File: config.mk
export PLATFORM = sky130hd
export DESIGN_NAME = aging_priority_queue
export DESIGN_NICKNAME = d
export VERILOG_FILES = /design/src/sv/apq_pkg.sv /design/src/sv/apq_cell.sv /design/src/sv/apq_prefix.sv /design/src/sv/aging_priority_queue.sv
export SDC_FILE = /design/constraint.sdc
export NUM_CORES = 2
export LEC_CHECK = 0
export CORE_UTILIZATION = 40
export DETAILED_ROUTE_END_ITERATION = 8
export DONT_BUFFER_PORTS = 1
export GPL_TIMING_DRIVEN = 0
export PLACE_DENSITY_LB_ADDON = 0.08
export SETUP_SLACK_MARGIN = 0.15
export SLEW_MARGIN = 20
export SYNTH_ARGS = -nofsm -noshare
export SYNTH_HDL_FRONTEND = slang
export SYNTH_SLANG_ARGS = --single-unit
export TNS_END_PERCENT = 5
File: constraint.sdc
create_clock -name clk_i -period 10.85 [get_ports clk_i]
set_input_delay 1.085 -clock clk_i [delete_from_list [all_inputs] [get_ports clk_i]]
set_output_delay 1.085 -clock clk_i [all_outputs]
set_load 0.03 [all_outputs]
File: src/sv/apq_pkg.sv
// Shared types, codes and constants of the aging priority queue.
package apq_pkg;

  localparam int unsigned DATA_W    = 32;
  localparam int unsigned PRIO_W    = 16;
  localparam int unsigned COUNT_W   = 5;
  localparam int unsigned DEPTH_DEF = 16;

  typedef enum logic [1:0] {
    OP_ENQ = 2'd0,
    OP_EXT = 2'd1,
    OP_AGE = 2'd2,
    OP_NOP = 2'd3
  } apq_op_e;

  typedef enum logic [1:0] {
    ST_DONE     = 2'd0,
    ST_FULL     = 2'd1,
    ST_NOTFOUND = 2'd2
  } apq_status_e;

  typedef enum logic [1:0] {
    S_IDLE,
    S_EVAL,
    S_APPLY
  } apq_state_e;

  // Broadcast from the controller to every cell.
  typedef struct packed {
    logic                     eval;
    logic                     ins;
    logic                     ext;
    logic                     age;
    logic signed [DATA_W-1:0] key;
    logic signed [PRIO_W-1:0] prio;
    logic signed [PRIO_W-1:0] top;
  } apq_ctl_t;

endpackage

File: src/sv/apq_cell.sv
// One storage cell of the sorted queue: holds an entry and moves it to a neighbor.
module apq_cell (
  input  logic                             clk_i,
  input  logic                             rst_ni,
  input  apq_pkg::apq_ctl_t                ctl_i,
  input  logic                             lft_vld_i,
  input  logic                             lft_ge_i,
  input  logic signed [apq_pkg::DATA_W-1:0] lft_pay_i,
  input  logic signed [apq_pkg::PRIO_W-1:0] lft_rank_i,
  input  logic                             rgt_vld_i,
  input  logic signed [apq_pkg::DATA_W-1:0] rgt_pay_i,
  input  logic signed [apq_pkg::PRIO_W-1:0] rgt_rank_i,
  input  logic                             shl_i,
  output logic                             vld_o,
  output logic                             ge_o,
  output logic                             match_o,
  output logic signed [apq_pkg::DATA_W-1:0] pay_o,
  output logic signed [apq_pkg::PRIO_W-1:0] rank_o,
  output logic signed [apq_pkg::DATA_W-1:0] pay_nxt_o,
  output logic signed [apq_pkg::PRIO_W-1:0] rank_nxt_o
);
  import apq_pkg::*;

  logic                     vld_q, vld_d;
  logic                     ge_q, ge_d;
  logic                     match_q, match_d;
  logic signed [DATA_W-1:0] pay_q, pay_d;
  logic signed [PRIO_W-1:0] rank_q, rank_d;

  // Local compares, captured in the evaluate cycle.
  always_comb begin
    ge_d    = ge_q;
    match_d = match_q;
    if (ctl_i.eval) begin
      ge_d    = vld_q && (rank_q >= ctl_i.prio);
      match_d = vld_q && (pay_q == ctl_i.key);
    end
  end

  always_comb begin
    vld_d  = vld_q;
    pay_d  = pay_q;
    rank_d = rank_q;
    priority if (ctl_i.ins && !ge_q) begin
      // Take the new entry at the boundary, else shift right from the left cell.
      vld_d = vld_q | lft_vld_i;
      if (lft_ge_i) begin
        pay_d  = ctl_i.key;
        rank_d = ctl_i.prio;
      end else begin
        pay_d  = lft_pay_i;
        rank_d = lft_rank_i;
      end
    end else if (ctl_i.ext && shl_i) begin
      vld_d  = rgt_vld_i;
      pay_d  = rgt_pay_i;
      rank_d = rgt_rank_i;
    end else if (ctl_i.age && vld_q && (rank_q < ctl_i.top)) begin
      rank_d = rank_q + PRIO_W'(1);
    end
  end

  always_ff @(posedge clk_i or negedge rst_ni) begin
    if (!rst_ni) begin
      vld_q   <= 1'b0;
      ge_q    <= 1'b0;
      match_q <= 1'b0;
    end else begin
      vld_q   <= vld_d;
      ge_q    <= ge_d;
      match_q <= match_d;
    end
  end

  always_ff @(posedge clk_i) begin
    pay_q  <= pay_d;
    rank_q <= rank_d;
  end

  assign vld_o      = vld_q;
  assign ge_o       = ge_q;
  assign match_o    = match_q;
  assign pay_o      = pay_q;
  assign rank_o     = rank_q;
  assign pay_nxt_o  = pay_d;
  assign rank_nxt_o = rank_d;

endmodule

File: src/sv/apq_prefix.sv
// Inclusive prefix OR over the match flags of the cell row.
module apq_prefix #(
  parameter int unsigned DEPTH = apq_pkg::DEPTH_DEF
) (
  input  logic [DEPTH-1:0] match_i,
  output logic [DEPTH-1:0] incl_o,
  output logic             found_o
);
  import apq_pkg::*;

  localparam int unsigned Lvls = $clog2(DEPTH);

  logic [DEPTH-1:0] pre;

  // Log-depth scan: each level doubles the reach toward higher indexes.
  always_comb begin
    pre = match_i;
    for (int l = 0; l < Lvls; l++) begin
      pre = pre | (pre << (1 << l));
    end
  end

  assign incl_o  = pre;
  assign found_o = |match_i;

endmodule

File: src/sv/aging_priority_queue.sv
// Top level of the aging priority queue: controller and row of cells.
//
// Bounded priority queue of DEPTH entries kept sorted by descending priority in a row
// of cells, ties in arrival order. An operation is a transaction taken at a rising
// edge where start is high and busy is low; it keeps busy high through an evaluate
// state, in which every cell compares its entry against the broadcast key and
// priority, and an apply state, in which every cell keeps, shifts or updates its
// entry from its neighbors. The result (status, count, head entry) appears on the
// result ports with done_o high for one cycle, in the same cycle that busy falls,
// and the next transaction can be taken at the edge that ends that cycle; no new
// transaction is taken while busy is high. The receiver cannot stall: sample the
// result when done_o is high. Enqueue into a full queue drops the item with
// status 1; extract of a key that is not present returns status 2 and leaves the
// queue unchanged; age raises every entry below the head's priority by one. Head
// fields read zero when the queue is empty. Count is the low five bits of the fill.
module aging_priority_queue #(
  parameter int unsigned DEPTH = apq_pkg::DEPTH_DEF
) (
  input  logic                               clk_i,
  input  logic                               rst_ni,
  input  logic                               start,
  output logic                               busy,
  input  logic [1:0]                         op_i,
  input  logic signed [apq_pkg::DATA_W-1:0]  data_i,
  input  logic signed [apq_pkg::PRIO_W-1:0]  priority_req_i,
  output logic                               done_o,
  output logic [1:0]                         status_o,
  output logic [apq_pkg::COUNT_W-1:0]        count_o,
  output logic signed [apq_pkg::DATA_W-1:0]  head_data_o,
  output logic signed [apq_pkg::PRIO_W-1:0]  head_priority_o
);
  import apq_pkg::*;

  localparam int unsigned CntW = $clog2(DEPTH + 1);

  apq_state_e state_q, state_d;

  // Latched transaction
  apq_op_e                  op_q;
  logic signed [DATA_W-1:0] key_q;
  logic signed [PRIO_W-1:0] prio_q;

  logic [CntW-1:0]          cnt_q, cnt_d;

  // Result registers
  logic                     done_q;
  apq_status_e              status_q, status_d;
  logic [CntW+COUNT_W-1:0]  cnt_ext;
  logic [COUNT_W-1:0]       count_q;
  logic signed [DATA_W-1:0] head_pay_q, head_pay_d;
  logic signed [PRIO_W-1:0] head_rank_q, head_rank_d;

  // Cell row
  apq_ctl_t                 ctl;
  logic [DEPTH-1:0]         vld_vec;
  logic [DEPTH-1:0]         ge_vec;
  logic [DEPTH-1:0]         match_vec;
  logic [DEPTH-1:0]         incl_vec;
  logic                     found;
  logic signed [DATA_W-1:0] pay_arr  [DEPTH];
  logic signed [PRIO_W-1:0] rank_arr [DEPTH];
  logic signed [DATA_W-1:0] head_pay_nxt;
  logic signed [PRIO_W-1:0] head_rank_nxt;

  logic accept;
  logic apply;
  logic full;

  assign accept = start && !busy;
  assign apply  = (state_q == S_APPLY);
  assign full   = vld_vec[DEPTH-1];

  // Next state
  always_comb begin
    state_d = state_q;
    unique case (state_q)
      S_IDLE:  if (accept) begin
        state_d = S_EVAL;
      end
      S_EVAL:  state_d = S_APPLY;
      S_APPLY: state_d = S_IDLE;
      default: state_d = S_IDLE;
    endcase
  end

  // Controller outputs: broadcast word, status and next fill count
  always_comb begin
    ctl      = '0;
    ctl.key  = key_q;
    ctl.prio = prio_q;
    ctl.top  = rank_arr[0];
    ctl.eval = (state_q == S_EVAL);
    status_d = ST_DONE;
    cnt_d    = cnt_q;
    if (apply) begin
      unique case (op_q)
        OP_ENQ: begin
          if (full) begin
            status_d = ST_FULL;
          end else begin
            ctl.ins = 1'b1;
            cnt_d   = cnt_q + CntW'(1);
          end
        end
        OP_EXT: begin
          if (found) begin
            ctl.ext = 1'b1;
            cnt_d   = cnt_q - CntW'(1);
          end else begin
            status_d = ST_NOTFOUND;
          end
        end
        OP_AGE:  ctl.age = 1'b1;
        OP_NOP:  ctl.age = 1'b0;
        default: ctl.age = 1'b0;
      endcase
    end
  end

  // Head of the queue after the transaction; zero when it leaves the queue empty
  always_comb begin
    head_pay_d  = head_pay_nxt;
    head_rank_d = head_rank_nxt;
    if (cnt_d == '0) begin
      head_pay_d  = '0;
      head_rank_d = '0;
    end
  end

  always_ff @(posedge clk_i or negedge rst_ni) begin
    if (!rst_ni) begin
      state_q <= S_IDLE;
      cnt_q   <= '0;
      done_q  <= 1'b0;
    end else begin
      state_q <= state_d;
      cnt_q   <= cnt_d;
      done_q  <= apply;
    end
  end

  // Hold the transaction fields and the result word
  always_ff @(posedge clk_i) begin
    if (accept) begin
      op_q   <= apq_op_e'(op_i);
      key_q  <= data_i;
      prio_q <= priority_req_i;
    end
    if (apply) begin
      status_q    <= status_d;
      count_q     <= cnt_ext[COUNT_W-1:0];
      head_pay_q  <= head_pay_d;
      head_rank_q <= head_rank_d;
    end
  end

  assign cnt_ext = (CntW + COUNT_W)'(cnt_d);

  apq_prefix #(
    .DEPTH (DEPTH)
  ) u_prefix (
    .match_i (match_vec),
    .incl_o  (incl_vec),
    .found_o (found)
  );

  for (genvar i = 0; i < DEPTH; i++) begin : g_cell
    logic                     lft_vld, lft_ge, rgt_vld;
    logic signed [DATA_W-1:0] lft_pay, rgt_pay;
    logic signed [PRIO_W-1:0] lft_rank, rgt_rank;
    logic signed [DATA_W-1:0] pay_nxt;
    logic signed [PRIO_W-1:0] rank_nxt;

    if (i == 0) begin : g_first
      // Treat the space before the head as a valid entry of higher priority.
      assign lft_vld  = 1'b1;
      assign lft_ge   = 1'b1;
      assign lft_pay  = '0;
      assign lft_rank = '0;
      assign head_pay_nxt  = pay_nxt;
      assign head_rank_nxt = rank_nxt;
    end else begin : g_mid
      assign lft_vld  = vld_vec[i-1];
      assign lft_ge   = ge_vec[i-1];
      assign lft_pay  = pay_arr[i-1];
      assign lft_rank = rank_arr[i-1];
    end

    if (i == DEPTH - 1) begin : g_last
      assign rgt_vld  = 1'b0;
      assign rgt_pay  = '0;
      assign rgt_rank = '0;
    end else begin : g_inner
      assign rgt_vld  = vld_vec[i+1];
      assign rgt_pay  = pay_arr[i+1];
      assign rgt_rank = rank_arr[i+1];
    end

    apq_cell u_cell (
      .clk_i      (clk_i),
      .rst_ni     (rst_ni),
      .ctl_i      (ctl),
      .lft_vld_i  (lft_vld),
      .lft_ge_i   (lft_ge),
      .lft_pay_i  (lft_pay),
      .lft_rank_i (lft_rank),
      .rgt_vld_i  (rgt_vld),
      .rgt_pay_i  (rgt_pay),
      .rgt_rank_i (rgt_rank),
      .shl_i      (incl_vec[i]),
      .vld_o      (vld_vec[i]),
      .ge_o       (ge_vec[i]),
      .match_o    (match_vec[i]),
      .pay_o      (pay_arr[i]),
      .rank_o     (rank_arr[i]),
      .pay_nxt_o  (pay_nxt),
      .rank_nxt_o (rank_nxt)
    );
  end

  assign busy            = (state_q != S_IDLE);
  assign done_o          = done_q;
  assign status_o        = status_q;
  assign count_o         = count_q;
  assign head_data_o     = head_pay_q;
  assign head_priority_o = head_rank_q;

`ifndef NO_ASSERTIONS
  // Valid cells always form a contiguous run from the head.
  a_vld_contig: assert property (@(posedge clk_i) disable iff (!rst_ni)
    ((vld_vec >> 1) & ~vld_vec) == '0)
    else $error("valid cells not contiguous");

  // Fill count tracks the number of valid cells.
  a_cnt_match: assert property (@(posedge clk_i) disable iff (!rst_ni)
    $countones(vld_vec) == int'(cnt_q))
    else $error("fill count disagrees with valid cells");

  // An accepted transaction yields its result strobe after the evaluate and apply states.
  a_result_lat: assert property (@(posedge clk_i) disable iff (!rst_ni)
    accept |-> ##3 done_o)
    else $error("result strobe missing");

  // No result strobe without a transaction in flight.
  a_no_spurious: assert property (@(posedge clk_i) disable iff (!rst_ni)
    done_o |-> $past(state_q) == S_APPLY)
    else $error("spurious result strobe");
`endif

endmodule
==> reports/qor.csv <==
stage;metric;value;unit
floorplan;die boundary height;409;um
power_and_ir_drop;Power per Cell Area;191;nW/um2
clocking;buffer count from post-CTS setup fixing;0;
run_status;status;completed;
global_routing;vias in the first global route;55200;
clocking;worst-skew pair later-pin latency;0.83;ns
worst_setup_path;arrival time at the worst endpoint;5.94;ns
sta;share of the cycle needed by the critical path after routing;50.2;%
detailed_routing;number of design-rule violations left by the first detailed-router iteration;7427;
finish;most frequent standard cell in the layout excluding fill and tap cells;edfxtp_1;
finish;most used cells in the layout excluding fill and tap cells;825 x edfxtp_1, 782 x nand2_1, 775 x o21ai_0;
finish;share of layout cells above drive strength 1;5.17;%
place;half-perimeter wire length of the detailed placement result;241000;um
detailed_routing;M1 WL;130000;um
global_routing;first-pass GRT wire length;428000;um
floorplan;die area;167000;um2
yosys;#FFs+latches synth;929;
detailed_routing;top routing layer in use;met5;
clocking;Max Root-Sink Buffers;3;
detailed_routing;mean number of vias per cell;6.30;
clocking;CTS tree;yes;
place;final weighted congestion in routability-driven placement;1.01;
detailed_routing;number of nets still failing antenna checks after routing;0;
power_and_ir_drop;Pleak;28.7;nW
global_routing;GRT Overall Usage;36.0;%
place;cell total after placement;8954;
detailed_routing;first-pass iteration count of the detailed router;6;
worst_setup_path;nature of the critical path endpoint;register;
sta;number of failing hold endpoints at the final stage;0;
run;number of max-cap violations;0;
detailed_routing;Total Routed Length;310000;um
global_routing;grt ovf;0;
global_routing;antenna violations before repair;11;
floorplan;Die Span X;409;um
detailed_routing;DRC violation count after routing;0;
clocking;clock sinks;929;
finish;number of nets in the layout;7435;
yosys;EDFF count, synth;825;
yosys;area of the mapped netlist;66300;um2
worst_setup_path;CP Max Fanout;33;
finish;fill cell total of the finished layout;16300;
yosys;Avg Cell Area, Syn;9.88;um2
yosys;share of flip-flops with an asynchronous set or reset after synthesis;6.03;%
sta;highest attainable clock frequency;0.183;GHz
yosys;number of nets produced by synthesis;7260;
sta;fin crit period;5.45;ns
detailed_routing;Detail Route met3 WL;28900;um
sta;Layout Skew;0.0705;ns
clocking;number of instances resized during post-cts repair;0;
worst_setup_path;WS Path Type;register to register;
detailed_routing;total number of vias;57900;
power_and_ir_drop;Worst IR Drop VDD;0.155;mV
clocking;cts-stage hold buffer count;1;
worst_setup_path;Worst setup SP type;register;
sta;pins over their slew limit;0;
yosys;count of yosys warnings during synthesis;0;
finish;Syn-to-layout area delta;11.9;%
sta;sum of negative setup slack;0;ns
sta;Setup Viol. Count Final;0;
worst_setup_path;CP Data Required Time;11.34;ns
sta;unrepaired setup endpoints after global routing;no;
yosys;Top FF cell, synth;edfxtp_1;
floorplan;area of the placeable core;165000;um2
clocking;htree depth;3;
yosys;Yosys cell types;70;
sta;worst rel slew slack;16.2;%
floorplan;Initial Util;40.2;%
clocking;number of buffers added by the clock tree synthesis step;116;
floorplan;standard-cell rows;149;
hold_path;worst hold path class;input port to async pin;
sta;slew at the pin closest to its max-slew limit;1.26;ns
floorplan;top-level port count;110;
detailed_routing;post-detailed-route wirelength per cell;33.7;um
place;count of input and output buffers;0;
clocking;clock slew seen by the registers of the worst setup and hold paths;0.07;ns
global_routing;largest net degree at the start of global routing;57;
detailed_routing;DR WL met2;137000;um
yosys;part of the Yosys area used for sequential elements;40.9;%
clocking;Clock Root Buffer;clkbuf_16;
finish;count of placed standard cells in the final layout, fillers left out;9186;
yosys;post-synthesis cell count;6709;
## cell type report
type | count | area [um2] | share of cell area (%)
antenna | 12 | 30.0 | 0.0405
buffer | 487 | 1900 | 2.56
clock buffer | 155 | 3190 | 4.30
clock inverter | 64 | 602 | 0.811
inverter | 84 | 318 | 0.428
multi-input combinational | 5209 | 37100 | 50.0
sequential | 929 | 27100 | 36.6
tap | 2189 | 2740 | 3.69
timing repair buffer | 57 | 1200 | 1.62
## path summary, 6_finish.rpt
path	start	end	slack (ns)	depth (start not counted)
max	g_cell[15].u_cell.vld_o	g_cell[12].u_cell.rank_o[4]	5.40	12
min	rst_ni	g_cell[1].u_cell.match_o	0.17	1
max reg2reg	g_cell[15].u_cell.vld_o	g_cell[12].u_cell.rank_o[4]	5.40	12
min reg2reg	cnt_q[4]	cnt_q[4]	0.50	1
max in group asynchronous	rst_ni	g_cell[13].u_cell.ge_o	10.16	1
min in group clk_i	data_i[30]	key_q[30]	0.36	0
## cell usage after synthesis (42+ instances only)
| library cell | instances | area share [%] |
|---|---|---|
| inv_1 | 84 | 0.48 |
| nor2_1 | 256 | 1.4 |
| ha_1 | 498 | 9.4 |
| a21o_1 | 68 | 0.77 |
| xnor2_1 | 258 | 3.4 |
| a21oi_1 | 218 | 1.6 |
| and2_1 | 56 | 0.53 |
| o22ai_1 | 61 | 0.58 |
| dfxtp_1 | 48 | 1.4 |
| o21ai_0 | 778 | 5.9 |
| nand4_1 | 174 | 1.6 |
| nor4_1 | 88 | 0.83 |
| nor3_1 | 66 | 0.50 |
| xor2_1 | 465 | 6.1 |
| buf_1 | 42 | 0.24 |
| nand3_1 | 165 | 1.2 |
| mux2i_1 | 757 | 11 |
| a211oi_1 | 44 | 0.50 |
| clkbuf_1 | 440 | 2.5 |
| o211ai_1 | 146 | 1.7 |
| dfrtp_1 | 56 | 2.1 |
| nand2_1 | 792 | 4.5 |
| edfxtp_1 | 825 | 37 |
## registers in the layout, indices dropped and copies added, names as in the netlist, 5 cells and up
signal and cells:
g_cell.u_cell.pay_o 512, prio_q 16, g_cell.u_cell.vld_o 16, g_cell.u_cell.match_o 16
head_priority_o 16, g_cell.u_cell.rank_o 256, head_data_o 32, key_q 32
count_o 5, g_cell.u_cell.ge_o 16, cnt_q 5
## per-layer routing
layer	GRT usage (%)	vias up
met5	0	-
met4	14.4	4
met3	7.10	604
met2	55.2	3089
met1	49.4	29100
li1	-	25100
## critical path: stages (launching register included)
cell and delay (ns):
dfrtp_1 0.36, clkbuf_1 0.46, nor4_4 0.88, buf_4 0.32, clkbuf_2 0.57, nand2b_1 0.10
clkbuf_1 0.29, and2_1 0.23, clkbuf_1 0.27, inv_2 0.67, a31oi_1 0.13, a41oi_2 0.61
buf_6 0.24
## stage by stage
| stage | worst slack, ns | area [um2] | power (W) | util (%) | hold slack [ns] |
|---|---|---|---|---|---|
| 2_1_floorplan | 6.77 | 66300 | 0.00792 | - | 0.451 |
| 6_report | 5.40 | 74200 | 0.0142 | 45.0 | 0.167 |
| 5_1_grt | 5.30 | 74200 | 0.0146 | 45.0 | 0.163 |
| 3_5_place_dp | 5.52 | 70400 | 0.0100 | 42.7 | 0.493 |
| 4_1_cts | 5.52 | 74200 | 0.0140 | 45.0 | 0.151 |
| 3_3_place_gp | 3.14 | 69000 | 0.00977 | 41.9 | 0.497 |
## power breakdown
part           total (W)  leakage [nW]  switching, W  internal (W)
registers        0.00480          8.59      0.000505       0.00429
clock network    0.00402          1.84       0.00178       0.00223
logic            0.00536          18.3       0.00341       0.00195
## logic make-up after synthesis
family,count (synthesis),share of synthesized area [%]
simple gates,1744,12.2
compound gates,1471,12.9
buf+inv,571,3.27
mux,773,11.7
xor+xnor,723,9.55
flops,929,40.9
fa+ha+maj,498,9.40
(Power assumes the default switching activity.)
